[src/sv/cosl_pkg.sv]
// ----------------------------------------------------------------------------
// cosl_pkg
// Shared types and constants of the cost sorted open list.
// ----------------------------------------------------------------------------
package cosl_pkg;

    localparam int MAX_ENTRIES_DEF = 64;
    localparam int ID_BITS_DEF     = 16;

    localparam int ID_FIELD_W    = 16;
    localparam int COST_W        = 24;
    localparam int COUNT_FIELD_W = 7;
    localparam int STATUS_W      = 2;

    localparam int S_TDATA_W = 40;   // node_id, cost
    localparam int M_TDATA_W = 48;   // entry_count, head_valid, head_id, head_cost

    typedef enum logic [STATUS_W-1:0] {
        ST_OK        = 2'd0,
        ST_EMPTY     = 2'd1,
        ST_NOT_FOUND = 2'd2,
        ST_FULL      = 2'd3
    } t_status;

    typedef enum logic {
        REQ_INSERT = 1'b0,
        REQ_REMOVE = 1'b1
    } t_req;

    typedef struct packed {
        logic ins_en;   // write an insert this cycle
        logic rem_en;   // close the gap of a removed entry this cycle
    } t_cell_ctrl;

endpackage

[src/sv/cosl_cell.sv]
// ----------------------------------------------------------------------------
// cosl_cell
// One list slot: holds an entry, compares it with the request and loads
// its own, its left or its right neighbor's entry, or the new entry.
// ----------------------------------------------------------------------------
module cosl_cell
    import cosl_pkg::*;
#(
    parameter int ID_BITS = ID_BITS_DEF
) (
    input  logic               i_clk,
    input  t_cell_ctrl         i_ctrl,
    input  logic               i_occ,        // slot lies below the count
    input  logic [ID_BITS-1:0] i_new_id,
    input  logic [COST_W-1:0]  i_new_cost,
    input  logic               i_left_lt,    // left slot cost below new cost
    input  logic               i_take_right, // match at or before this slot
    input  logic [ID_BITS-1:0] i_left_id,
    input  logic [COST_W-1:0]  i_left_cost,
    input  logic [ID_BITS-1:0] i_right_id,
    input  logic [COST_W-1:0]  i_right_cost,
    output logic [ID_BITS-1:0] o_id,
    output logic [COST_W-1:0]  o_cost,
    output logic               o_lt,
    output logic               o_match
);

    logic [ID_BITS-1:0] r_id, n_id;
    logic [COST_W-1:0]  r_cost, n_cost;

    assign o_lt    = i_occ && (i_new_cost > r_cost);
    assign o_match = i_occ && (i_new_id == r_id);

    always_comb begin
        n_id   = r_id;
        n_cost = r_cost;
        priority if (i_ctrl.ins_en) begin
            priority if (o_lt) begin
                n_id   = r_id;
                n_cost = r_cost;
            end else if (i_left_lt) begin
                n_id   = i_new_id;
                n_cost = i_new_cost;
            end else begin
                n_id   = i_left_id;
                n_cost = i_left_cost;
            end
        end else if (i_ctrl.rem_en && i_take_right) begin
            n_id   = i_right_id;
            n_cost = i_right_cost;
        end
    end

    always_ff @(posedge i_clk) begin
        r_id   <= n_id;
        r_cost <= n_cost;
    end

    assign o_id   = r_id;
    assign o_cost = r_cost;

endmodule

[config.mk]
export PLATFORM = sky130hd
export DESIGN_NAME = cosl_cell
export DESIGN_NICKNAME = d
export VERILOG_FILES = /design/src/sv/cosl_pkg.sv /design/src/sv/cosl_cell.sv
export SDC_FILE = /design/constraint.sdc
export NUM_CORES = 1
export LEC_CHECK = 0
export BUFFER_PORTS_ARGS = -buffer_cell sky130_fd_sc_hd__buf_4
export CORE_MARGIN = 2
export CORE_UTILIZATION = 40
export CTS_BUF_LIST = sky130_fd_sc_hd__clkbuf_16
export CTS_CLUSTER_SIZE = 8
export DETAILED_ROUTE_END_ITERATION = 12
export PLACE_DENSITY_LB_ADDON = 0.3
export SYNTH_ARGS = -nofsm -noshare
export SYNTH_HDL_FRONTEND = slang
export SYNTH_SLANG_ARGS = --single-unit
[constraint.sdc]
create_clock -name i_clk -period 8.1 [get_ports i_clk]
set_clock_uncertainty 0.2 [all_clocks]
set_input_delay 2.43 -clock i_clk [delete_from_list [all_inputs] [get_ports i_clk]]
set_output_delay 2.43 -clock i_clk [all_outputs]
set_load 0.01 [all_outputs]
# Yosys cells after proc, flatten, opt, wreduce, memory -nomap -nowiden

Index checks and enable logic that the tools add are counted.

Flip-flop bits (word level): 40
Bits of input ports: 126
Output and inout port bits: 42
Word-level logic and storage cells: 18

Magnitude comparators: 1
Equal/unequal tests: 2
Muxes and demuxes: 8
Reduce and logical (&&, ||, !) cells: 5

Operators by type and width:

| cell                                  | count |
|---|---|
| 24-bit 2-to-1 mux                     | 4 |
| 16-bit 2-to-1 mux                     | 4 |
| 24-bit greater-than comparator        | 1 |
| 16-bit == test                        | 1 |
| 1-bit logical AND                     | 3 |
| 2-bit != test (second input constant) | 1 |
| 2-bit AND reduction                   | 1 |
| 2-bit nonzero test                    | 1 |

# Longest topological paths before layout

Word-level depth: 4
Mapped depth: 7
Depth with buffers taken out: 7

# Worst setup path before layout

Ideal clock, no wire load.

Path type: input to output
From: input port i_new_cost[13]
To: output port o_lt
Arrival time: 3,882 ps
Required time: 5,470 ps
Path slack: 1,588 ps
Stages: 6
Buffers on the path: 0
Path through: ha_1 nand4_2 or4_4 a21oi_1 o31ai_1 a21oi_1

Longest elaborated chain between the ends: 2

RTL lines:

| element                        | RTL line        | RTL |
|---|---|---|
| start: declaration             | cosl_cell.sv:15 | `input logic [COST_W-1:0] i_new_cost,` |
| 24-bit greater-than comparator | cosl_cell.sv:31 | `assign o_lt = i_occ && (i_new_cost > r_cost);` |
| 1-bit logical AND              | cosl_cell.sv:31 |  |
| end: declaration               | cosl_cell.sv:24 | `output logic o_lt,` |

No other way between the ends.

# Worst setup path after layout

Same ends and word-level chain as after synthesis.

==> results.md <==
* Hold Crit Start: o_cost[15]
* Seq pwr share at 0.392
* Sw Pwr at 0.000178 W
* Yosys warnings at 0
* Non-Filler Instances at 544
* Endpoints failing setup at 0
* CTS root buf: clkbuf_16
* Largest cells by area after synthesis: edfxtp_1 42%, mux2i_1 14%, ha_1 11%
* Top delay family on crit path: simple AND/OR/NAND/NOR gates
* First drt pass iteration count at 4
* Vias in the first global route at 2576
* DR vias/cell at 4.99
* Setup Fix Bufs, Post-CTS at 0
* Initial antenna violation count at 0
* Max Buffers Root-to-Sink at 2
* Buffer and inverter count on the worst path at 2
* Detailed placer's ending HPWL at 6350 um
* Final Net Count at 597
* Critical path type: in -> out
* Hold Path Class: reg -> reg
* Port bufs at 167
* Final min period at 6800 ps
* Pint at 0.000501 W
* DP Cell Count at 536
* Register area share after synthesis at 0.423
* DRT antenna net count at 0
* Yosys top cell area share at 0.423
* CP startpoint kind: primary input
* DIE HEIGHT at 88.2 um
* GRT Residual Overflow at 0
* Most used flip-flop cell after synthesis: edfxtp_1
* Power, Total at 0.000679 W
* Post-Route WL at 8000 um
* Final cycle utilization of the critical path at 0.840
* Max VDD drop at 102 uV
* Resize count post-CTS at 0
* Switch share at 0.262
* Clk pwr share at 0.325
* Net Count, Synth at 436
* Total CTS buffers at 5
* CP Cell Sequence: buf_4, ha_1, nand4_2, or4_4, a21oi_1, o31ai_1, a21oi_1, buf_4
* IO Pins at 168
* Slowest stage cell, crit path: or4_4
* Routed via count at 2714
* Remaining DRCs at 0
* Reg2reg setup slack at 4730 ps
* Area after DPL at 0.00418 mm^2
* FP Rows at 30
* GPL Wtd Cong at 0.780
* Critical Path Max Stage Delay at 580 ps
* Worst slew pin tran at 778 ps
* Global-route wire length before repair at 11800 um
* Ant diodes at 0
* Cells after Synth at 286
* DIE WIDTH at 88.2 um
* Crit path DAT at 4170 ps
* Top post-synthesis cells by count: 49 x a21oi_1, 42 x nor2_1, 40 x edfxtp_1, 40 x mux2i_1
* Max-slew violations at 0
* Die area at 0.00778 mm^2
* CTS Sinks at 40
* Critical path endpoint category: output pin
* Drt first-iter violations at 100
* Clock latency on the worst-skew pair at 280 ps
* Flops & latches, synth at 40
* Avg WL per Cell at 14.7 um
* Core area at 0.00683 mm^2
* Cell Area, Synth at 0.00284 mm^2
* Max cap viols at 0
* Pre-CTS WS at 1310 ps
* Fin worst setup slack at 1300 ps
* Leading area contributor after synthesis: edfxtp_1
* Largest net degree at the start of global routing at 83
* LEAKAGE at 2.12 nW
* Layout cell share with drive strength beyond 1 at 0.397
* TritonCTS clock tree: yes
* Status: finished, final reports clean
* Comb power frac at 0.283
* Max Clock Freq at 147 MHz
* Worst-path clk slew at 60 ps
* # hold bufs at CTS at 0
* Origin of the critical flop-to-flop path: o_cost[13]
* Post-synth EDFFs at 40
* Final instance area at 0.00434 mm^2
* Global Route Usage Sum at 0.199
* Top-count cell post-synth: a21oi_1
* Fin Setup TNS at 0 ps
* RSZ-0062 raised after global routing: no
* H-tree Lvls at 2
* Async S/R FF share, synth at 0
* Initial Utilization at 0.415
* Hold Vio Cnt, Final at 0
* Distinct cells, synth at 31
* Worst path required time at 5470 ps
* Slew HR at 0.481
* Power Density at 156 mW/mm^2
* Layout area overhead at 53.0%
* Critical path origin: i_new_cost[13]
* Syn Area/Cell at 9.92 um^2
* Highest net fanout along the worst path at 4
==> registers in the layout (all words and copies together), names as in the netlist <==
register  flops
o_id         16
o_cost       24
==> path summary, 6_finish.rpt <==
kind | to | cells after the start
setup / recovery | o_lt | 8
hold / removal | o_cost[7] | 5
setup reg to reg | o_cost[10] | 8
hold reg to reg | o_cost[7] | 5
==> cells in the final DEF, fill, tap and decap left out, types with 2 or more instances in the layout <==
| cell | count |
|---|---|
| nand2_1 | 6 |
| inv_1 | 25 |
| nor2_1 | 42 |
| xnor2_1 | 12 |
| a21oi_1 | 49 |
| ha_1 | 24 |
| buf_4 | 168 |
| o21ai_0 | 3 |
| nand3_1 | 2 |
| nand4_1 | 7 |
| edfxtp_1 | 40 |
| xor2_1 | 4 |
| a21o_1 | 3 |
| clkbuf_16 | 5 |
| nor4_1 | 2 |
| mux2i_1 | 40 |
==> worst register-to-register path, stage by stage (launching register included) <==
cell	delay, ps
edfxtp_1	340
inv_1	50
ha_1	310
nand4_2	160
or4_4	580
o21ai_0	220
o21ai_0	160
o22ai_4	570
buf_4	440
==> power groups by stage <==
stage	Clock [W]	Sequential [W]	Combinational, W
2_1_floorplan	0	0.000280	0.0000802
3_3_place_gp	0	0.000270	0.000189
3_5_place_dp	0	0.000270	0.000194
4_1_cts	0.000226	0.000266	0.000194
5_1_grt	0.000231	0.000269	0.000211
6_report	0.000221	0.000266	0.000192
==> cells by family (layout without fill, tap and decap cells) <==
logic type | after synthesis | count (layout) | synth area share
AO/OA/AOI/OAI | 63 | 63 | 0.124
XOR/XNOR | 16 | 16 | 0.0494
adder cells (fa/ha/maj) | 24 | 24 | 0.106
buffers and inverters | 38 | 200 | 0.0516
flip-flops | 40 | 40 | 0.423
multiplexers | 40 | 40 | 0.141
AND/OR/NAND/NOR | 65 | 65 | 0.105
==> final cells by class <==
| type | count | area (um^2) |
|---|---|---|
| Multi-Input combinational cell | 208 | 1500 |
| Fill cell | 623 | 2490 |
| Timing Repair Buffer | 168 | 1260 |
| Tap cell | 96 | 120 |
| Clock inverter | 3 | 38.8 |
| Inverter | 24 | 90.1 |
| Sequential cell | 40 | 1200 |
| Clock buffer | 5 | 125 |
==> stage by stage <==
step           hold slack (ps)  utilization
3_5_place_dp              1140        0.611
4_1_cts                   1150        0.635
2_1_floorplan             1750            -
6_report                  1130        0.635
5_1_grt                   1220        0.635
3_3_place_gp              1120        0.611
==> per-layer routing <==
| metal | routed length (um) | global-route usage |
|---|---|---|
| met2 | 3980 | 0.369 |
| met1 | 3120 | 0.225 |
| met3 | 821 | 0.0560 |
| met5 | 0 | 0 |
| met4 | 83 | 0.0496 |
(Power assumes the default switching activity.)
