<file path="src/sv/cosl_pkg.sv">
// ----------------------------------------------------------------------------
// cosl_pkg
// Shared types and constants of the cost sorted open list.
// ----------------------------------------------------------------------------
package cosl_pkg;

    localparam int MAX_ENTRIES_DEF = 64;
    localparam int ID_BITS_DEF     = 16;

    localparam int ID_FIELD_W    = 16;
    localparam int COST_W        = 24;
    localparam int COUNT_FIELD_W = 7;
    localparam int STATUS_W      = 2;

    localparam int S_TDATA_W = 40;   // node_id, cost
    localparam int M_TDATA_W = 48;   // entry_count, head_valid, head_id, head_cost

    typedef enum logic [STATUS_W-1:0] {
        ST_OK        = 2'd0,
        ST_EMPTY     = 2'd1,
        ST_NOT_FOUND = 2'd2,
        ST_FULL      = 2'd3
    } t_status;

    typedef enum logic {
        REQ_INSERT = 1'b0,
        REQ_REMOVE = 1'b1
    } t_req;

    typedef struct packed {
        logic ins_en;   // write an insert this cycle
        logic rem_en;   // close the gap of a removed entry this cycle
    } t_cell_ctrl;

endpackage

</file>
<file path="src/sv/cosl_prefix_or.sv">
// ----------------------------------------------------------------------------
// cosl_prefix_or
// Log-depth inclusive prefix OR over the per-cell id match flags.
// ----------------------------------------------------------------------------
module cosl_prefix_or
    import cosl_pkg::*;
#(
    parameter int N = MAX_ENTRIES_DEF
) (
    input  logic [N-1:0] i_bits,
    output logic [N-1:0] o_prefix
);

    localparam int LVL = (N > 1) ? $clog2(N) : 1;

    logic [LVL:0][N-1:0] w_lvl;

    assign w_lvl[0] = i_bits;

    for (genvar l = 0; l < LVL; l++) begin : g_lvl
        for (genvar i = 0; i < N; i++) begin : g_bit
            if (i >= (1 << l)) begin : g_or
                assign w_lvl[l+1][i] = w_lvl[l][i] | w_lvl[l][i - (1 << l)];
            end else begin : g_pass
                assign w_lvl[l+1][i] = w_lvl[l][i];
            end
        end
    end

    assign o_prefix = w_lvl[LVL];

endmodule

</file>
<file path="config.mk">
export PLATFORM = sky130hd
export DESIGN_NAME = cosl_prefix_or
export DESIGN_NICKNAME = d
export VERILOG_FILES = /design/src/sv/cosl_pkg.sv /design/src/sv/cosl_prefix_or.sv
export SDC_FILE = /design/constraint.sdc
export NUM_CORES = 1
export LEC_CHECK = 0
export BUFFER_PORTS_ARGS = -buffer_cell sky130_fd_sc_hd__buf_2
export CORE_ASPECT_RATIO = 1.4
export CORE_MARGIN = 5
export CORE_UTILIZATION = 28
export DETAILED_ROUTE_END_ITERATION = 12
export PLACE_DENSITY = 0.85
export SYNTH_ARGS = -nofsm -noshare
export SYNTH_HDL_FRONTEND = slang
export SYNTH_SLANG_ARGS = --single-unit
export TNS_END_PERCENT = 100
</file>
<file path="constraint.sdc">
create_clock -name vclk -period 2.7
set_clock_uncertainty 0.1 [all_clocks]
set_input_delay 0.135 -clock vclk [all_inputs]
set_output_delay 0.135 -clock vclk [all_outputs]
set_load 0.01 [all_outputs]
</file>
Yosys cells after proc, flatten, opt, wreduce, memory -nomap -nowiden
Index checks and enable logic that the tools add are counted.

Register bits after elaboration: 0. Input bits: 64. Output and inout bits: 64. Logic and storage cells: 321.

Bitwise logic cells: 321.

Operator list (number): 1-bit OR (321).

Longest topological paths before layout
Gate-level depths: netlist of run 1.

Depth after elaboration: 6. Depth in mapped cells: 6.

Worst setup path before layout of run 1
No wires, ideal clock.

Kind: input port to output port. From: in i_bits[0]. To: out o_prefix[34]. Arrival time: 1927 ps. Setup slack: 538 ps. Cell stages on the path: 5. Cells stage by stage: or4_4 and4bb_2 nand4_4 or3_4 or2_1.

Cells in the longest elaborated chain, start to end: 2.

Ends and longest elaborated chain: start, declared (RTL line cosl_prefix_or.sv:10) `input logic [N-1:0] i_bits,`; 1-bit OR (2 in a row) (RTL line cosl_prefix_or.sv:23) `assign w_lvl[l+1][i] = w_lvl[l][i] | w_lvl[l][i - (1 << l)];`; end, declared (RTL line cosl_prefix_or.sv:11) `output logic [N-1:0] o_prefix`.

No other way between the ends.

Worst setup path in the final report of run 1
From: in i_bits[0]. To: out o_prefix[59].

Cells in the longest elaborated chain, start to end: 5.

Ends and longest elaborated chain (RTL line): 1-bit OR (5 in a row) (cosl_prefix_or.sv:23).

No other way between the ends.

==> out/results.tsv, run 1 <==
metric	value	unit
avgSynthCellArea	5.77	µm²
n_fill_cell	243	
synthesis.area	698	µm²
cp-end-kind	output pin	
numPortBuffers	128	
finalHoldViolCount	0	
viasPerCell	5.00	
worstHoldStart	i_bits[0]	
cts_setup_buffers	0	
gp_congestion	0.847	
fin_crit_sh	88.7	%
rsz0062_at_grt	false	
vias	1409	
antenna_cells	0	
seq_area	0	µm²
boundaryPins	128	
drtIter0Drc	29	
clock_buffers	0	
std_cell_rows	21	
synthCells	121	
stdcell_area	0.00138	mm²
worstPathCellList	buf_2 -> or4_4 -> and4bb_2 -> nand4_4 -> and4bb_2 -> nand3_1 -> buf_2	
ys_types	25	
crit_arrival	2.16	ns
ant_nets	0	
core	0.00239	mm²
die-area	0.00361	mm²
crit_path_top_delay_cell	or4_4	
required	2.47	ns
routedWlPerCell	14.0	µm
dr.pass1.iters	4	
ys_warn_count	0	
grt_max_degree	12	
min_delay_worst_endpoint	o_prefix[0]	
worst_slew_pin_slew	0.522	ns
grt_use_total	20.6	%
grt_overflow	0	
min_period	2.39	ns
drive_gt1_share	58.9	%
p_leak	0.530	nW
holdBufCountCts	0	
antenna_found_initial	0	
max_stage_delay	0.54	ns
start_util	29.2	%
max-cap-violations	0	
peakVddDrop	0.0383	mV
flops_and_latches	0	
status	finished clean	
relSlewSlack	64.9	%
crit_start	i_bits[0]	
crit_fanout	11	
area_delta_synth_final	97.5	%
finalSetupTns	0	ns
min_path_type	input port to output pin	
path_class	input port to output pin	
route.detailed.drc	0	
dp_cells	282	
grt_first_pass_wirelength	6080	µm
die_x	52.2	µm
fin_cells	282	
dpl.hpwl	3640	µm
drv_slew	0	
fmax	418	MHz
cts_resized	0	
placed_area	0.00138	mm²
wl	3950	µm
die_h	69.1	µm
syn-num-nets	185	
synth-seq-area-share	0	%
min_path_cells	2	
final_nets	314	
finalSetupViolations	0	
powerDensity	64.0	mW/mm²
startpoint_type	input port	
first_global_vias	1423	
metrics by stage:
stage	power (W)	worst slack [ns]	hold slack, ns	util [%]
2_1_floorplan	0.0000239	0.538	0.262	-
3_3_place_gp	0.0000874	0.367	0.395	57.7
3_5_place_dp	0.0000882	0.320	0.407	57.7
4_1_cts	0.0000886	0.316	0.408	57.7
5_1_grt	0.0000978	0.189	0.416	57.7
6_report	0.0000882	0.305	0.404	57.7
metal layers:
metal	part of all wire [%]	GRT usage, %	routed length [µm]
met5	0	0	0
met2	50	40.8	1980
met1	32	19.3	1260
met3	17	8.19	675
met4	1.2	2.27	47
cells in the final DEF, fill, tap and decap left out:
master | synthesis | layout
buf_4 | 1 | 2
inv_1 | 6 | 6
nand4_1 | 3 | 3
nor3b_2 | 1 | 1
nand2_1 | 19 | 19
and4bb_2 | 2 | 2
nor3b_1 | 1 | 1
nand3_1 | 10 | 10
or4_4 | 1 | 1
nor4_1 | 9 | 9
nor4b_1 | 2 | 2
or3_4 | 1 | 1
nor4_4 | 1 | 1
or3_1 | 7 | 7
or2_1 | 1 | 1
nor2_1 | 17 | 17
nor3_1 | 11 | 11
nor2b_1 | 1 | 1
nand4_4 | 1 | 1
nand3b_1 | 6 | 6
or4_1 | 1 | 1
nand2b_1 | 6 | 6
buf_2 | 2 | 128
and2_1 | 2 | 2
or2_2 | 9 | 9
cell usage after synthesis:
cell / count / share of area [%]
or3_1: 7 / 6.3
nor4b_1: 2 / 2.5
or4_1: 1 / 1.1
and2_1: 2 / 1.8
nand4_4: 1 / 3.0
nor3b_1: 1 / 1.1
nor4_1: 9 / 8.1
or4_4: 1 / 1.6
nor3_1: 11 / 7.9
nor2_1: 17 / 9.1
nand2_1: 19 / 10
or2_1: 1 / 0.90
or2_2: 9 / 8.1
nand3b_1: 6 / 6.5
nor2b_1: 1 / 0.90
nor3b_2: 1 / 1.8
and4bb_2: 2 / 3.6
buf_2: 2 / 1.4
inv_1: 6 / 3.2
nand4_1: 3 / 2.7
buf_4: 1 / 1.1
nand3_1: 10 / 7.2
nor4_4: 1 / 3.0
nand2b_1: 6 / 5.4
or3_4: 1 / 1.6
report_power, final:
part | switching, W | internal (W)
clock network | 0 | 0
registers | 0 | 0
logic | 0.0000417 | 0.0000465
total | 0.0000417 | 0.0000465
worst max-delay path: cells and delay by family:
kind                   cells  cell delay, ns
AND/OR/NAND/NOR            5            1.72
buffers and inverters      2            0.29
cell families (layout without fill, tap and decap cells):
logic type | after synthesis | count (layout) | share of synthesized area [%]
buf+inv | 9 | 136 | 5.73
simple gates | 112 | 112 | 94.3
worst max path at each step:
stage,endpoint,cells past startpoint
6_report,o_prefix[59],7
2_1_floorplan,o_prefix[34],5
4_1_cts,o_prefix[59],7
3_3_place_gp,o_prefix[34],7
5_1_grt,o_prefix[59],7
3_5_place_dp,o_prefix[59],7
final cells by class:
class              instances  area (µm²)  area share (%)
inverters                  6        22.5            1.63
multi-input cells        112         658            47.7
well taps                 34        42.5            3.09
repair buffers           130         656            47.6
(Power assumes the default switching activity.)
==> run 2, diff against run 1 <==
Settings changed: CORE_MARGIN 5 to default.
==> out/results.tsv, run 2 (synthesis results as in run 1) <==
metric	value	unit
p_switching	0.0000415	W
final_nets	315	
sequentialPowerShare	0	%
core	0.00236	mm²
cts_resized	0	
fmax	423	MHz
relSlewSlack	65.5	%
power_frac_comb	100.0	%
worst_slew_pin_slew	0.512	ns
finalSetupTns	0	ns
status	finished with violations	
multi_input_area	658	µm²
seq_area	0	µm²
clock_buffers	0	
std_cell_rows	21	
die_h	61.1	µm
min_period	2.36	ns
final_common_cell	buf_2	
dpl.hpwl	2970	µm
dr.pass1.iters	10	
powerDensity	64.1	mW/mm²
p_int	0.0000464	W
cp-end-kind	output pin	
min_path_cells	2	
p_sw_share	47.2	%
fin_util	58.0	%
dp_cells	272	
vias	1369	
drv_slew	0	
max-cap-violations	0	
busiest_layer	met2	
finalHoldViolCount	0	
fin_crit_sh	87.6	%
startpoint_type	input port	
crit_arrival	2.13	ns
first_global_vias	1120	
grt_use_met2	46.2	%
n_fill_cell	248	
die-area	0.00270	mm²
cts_setup_buffers	0	
grt_overflow	0	
path_class	input port to output pin	
start_util	29.5	%
crit_path_top_delay_cell	or4_4	
flops_and_latches	0	
grt_use_total	20.9	%
boundaryPins	128	
crit_fanout	9	
required	2.47	ns
worstPathCellList	buf_2 -> or4_4 -> and4bb_2 -> nand4_4 -> or3_4 -> or2_1 -> buf_2	
drive_gt1_share	59.0	%
most-common-layout-cells	buf_2 (128), nand2_1 (19), nor2_1 (17)	
fin_cells	272	
rsz0062_at_grt	false	
wl	3250	µm
viasPerCell	5.03	
area_delta_synth_final	96.6	%
peakVddDrop	0.0364	mV
grt_util_met3	4.69	%
gp_congestion	0.837	
grt_max_degree	12	
ant_nets	0	
finalSetupViolations	0	
routedWlPerCell	11.9	µm
p_leak	0.535	nW
violations	design-rule violations	
die_x	44.2	µm
max_stage_delay	0.54	ns
antenna_found_initial	0	
route.detailed.drc	11	
cpMostUsedCell	buf_2	
numPortBuffers	128	
grt_first_pass_wirelength	4360	µm
p_clk_share	0	%
antenna_cells	0	
holdBufCountCts	0	
drtIter0Drc	34	
min_path_type	input port to output pin	
met1_usage	19.8	%
run 2: layout make-up:
cell class,instances,area share (%)
Multi-Input combinational cell,112,47.9
Timing Repair Buffer,131,48.3
Tap cell,23,2.10
Inverter,6,1.64
run 2: stage by stage:
step	setup WS, ns	power [W]	hold WS [ns]	area, µm²
5_1_grt	0.213	0.0000967	0.413	1370
3_5_place_dp	0.336	0.0000880	0.392	1370
6_report	0.336	0.0000879	0.392	1370
3_3_place_gp	0.377	0.0000876	0.387	1370
2_1_floorplan	0.538	0.0000239	0.262	698
4_1_cts	0.332	0.0000883	0.392	1370
run 2: worst paths after layout:
| kind | startpoint | to | slack (ns) |
|---|---|---|---|
| setup / recovery | i_bits[0] | o_prefix[34] | 0.34 |
| hold / removal | i_bits[0] | o_prefix[0] | 0.39 |
run 2: power groups by stage:
stage,registers [W],clock network [W],logic [W]
6_report,0,0,0.0000879
5_1_grt,0,0,0.0000967
4_1_cts,0,0,0.0000883
3_5_place_dp,0,0,0.0000880
3_3_place_gp,0,0,0.0000876
2_1_floorplan,0,0,0.0000239
run 2: metal layers:
layer / vias up / wire [µm] / part of all wire [%]
met4: 0 / 0 / 0
li1: 694 / - / -
met3: 0 / 403 / 12
met1: 589 / 1050 / 32
met5: - / 0 / 0
met2: 86 / 1800 / 55
run 2: critical path, delay by kind of cell:
family | cells | cell delay (ns)
AND/OR/NAND/NOR | 5 | 1.74
buffers and inverters | 2 | 0.24
==> run 3, diff against run 2 <==
Settings changed: CORE_MARGIN from default to 3, CORE_UTILIZATION 28 to 25, PLACE_DENSITY 0.85 to 0.81.
Clock period 2.7 ns to 2 ns, I/O delays scaled along.
==> out/results.tsv, run 3 (synthesis results as in run 1) <==
metric	value	unit
status	finished with violations	
violations	negative setup slack	
antenna_cells	0	
max-cap-violations	0	
p_sw_share	45.8	%
startpoint_type	input port	
boundaryPins	128	
core	0.00264	mm²
crit_start	i_bits[0]	
die_x	50.7	µm
crit_arrival	1.92	ns
stdcell_area	0.00163	mm²
placed_area	0.00149	mm²
relSlewSlack	64.4	%
flops_and_latches	0	
routedWlPerCell	13.0	µm
finalSetupViolations	23	
vias	1513	
p_int	0.0000741	W
first_global_vias	1363	
worst_slew_pin_slew	0.530	ns
p_switching	0.0000625	W
hold_ws	0.377	ns
grt_max_degree	9	
finalHoldViolCount	0	
fin_crit_sh	106	%
crit_fanout	6	
final_nets	336	
finalSetupTns	-1.09	ns
most-common-layout-cells	buf_2 (121), buf_4 (22), nor2_1 (17)	
seq_area	0	µm²
path_class	input port to output pin	
drive_gt1_share	65.2	%
die_h	68.5	µm
dr.pass1.iters	4	
grt_use_total	19.7	%
sequentialPowerShare	0	%
drtIter0Drc	17	
clock_buffers	0	
powerDensity	83.8	mW/mm²
rsz0062_at_grt	true	
power_frac_comb	100.0	%
start_util	26.4	%
wl	3980	µm
cp-endpoint	o_prefix[34]	
route.detailed.drc	0	
gp_congestion	0.759	
holdBufCountCts	0	
peakVddDrop	0.0531	mV
die-area	0.00347	mm²
numPortBuffers	128	
grt_overflow	0	
min_path_cells	3	
ant_nets	0	
final_common_cell	buf_2	
p_leak	0.667	nW
grt_first_pass_wirelength	5540	µm
dpl.hpwl	3320	µm
pre_cts_ws	-0.198	ns
fin_util	61.7	%
std_cell_rows	22	
fmax	471	MHz
required	1.80	ns
antenna_found_initial	0	
min_path_type	input port to output pin	
area_delta_synth_final	134	%
drv_slew	0	
p_clk_share	0	%
viasPerCell	4.94	
min_period	2.12	ns
cp-end-kind	output pin	
fin_ws	-0.121	ns
run 3: cell count changes in the layout (fill, tap and decap cells not counted), moves of 2 or more:
cell and delta:
buf_4 +19, nand2_2 +3, buf_2 -7, nand3_1 -2, nand3_2 +2, nand2_1 -3
buf_6 +8
run 3: what timing repair did:
item,4_1_cts,5_1_grt
cloned,1,0
pin swaps,1,3
endpoints found under the setup margin,38,44
resized for setup,7,11
buffers inserted,1,6
run 3: area by class of cell:
cell class | instances | area [µm²]
inverter | 6 | 22.5
timing repair buffer | 151 | 861
tap | 36 | 45.0
fill | 254 | 1010
multi-input combinational | 113 | 702
run 3: worst min-delay path by stage:
stage,start,end,slack (ns)
floorplan,i_bits[0],o_prefix[0],0.19
global placement,i_bits[0],o_prefix[0],0.32
detailed placement,i_bits[0],o_prefix[0],0.33
CTS,i_bits[1],o_prefix[2],0.37
global route,i_bits[1],o_prefix[2],0.38
finish,i_bits[1],o_prefix[2],0.38
run 3: worst max-delay path, cell delays in order:
cell      delay [ns]
buf_6           0.09
or4_4           0.52
and4bb_2        0.37
nand4_4         0.13
or3_4           0.36
or2_1           0.21
buf_2           0.14
run 3: per-stage QoR:
step           power [W]  instances
2_1_floorplan  0.0000322        121
3_3_place_gp    0.000122        298
3_5_place_dp    0.000125        298
4_1_cts         0.000130        300
5_1_grt         0.000150        306
6_report        0.000137        306
run 3: layer usage:
metal	global-route usage, %	wire (µm)	vias up
met1	19.4	1410	677
li1	-	-	740
met2	42.8	2140	94
met3	4.09	410	2
met5	0	0	-
met4	1.01	14	0
run 3: power by group through the flow:
stage                     Combinational (W)  Sequential [W]  Clock (W)
after floorplan                   0.0000322               0          0
after global placement             0.000122               0          0
after detailed placement           0.000125               0          0
after CTS                          0.000130               0          0
after global routing               0.000150               0          0
final                              0.000137               0          0
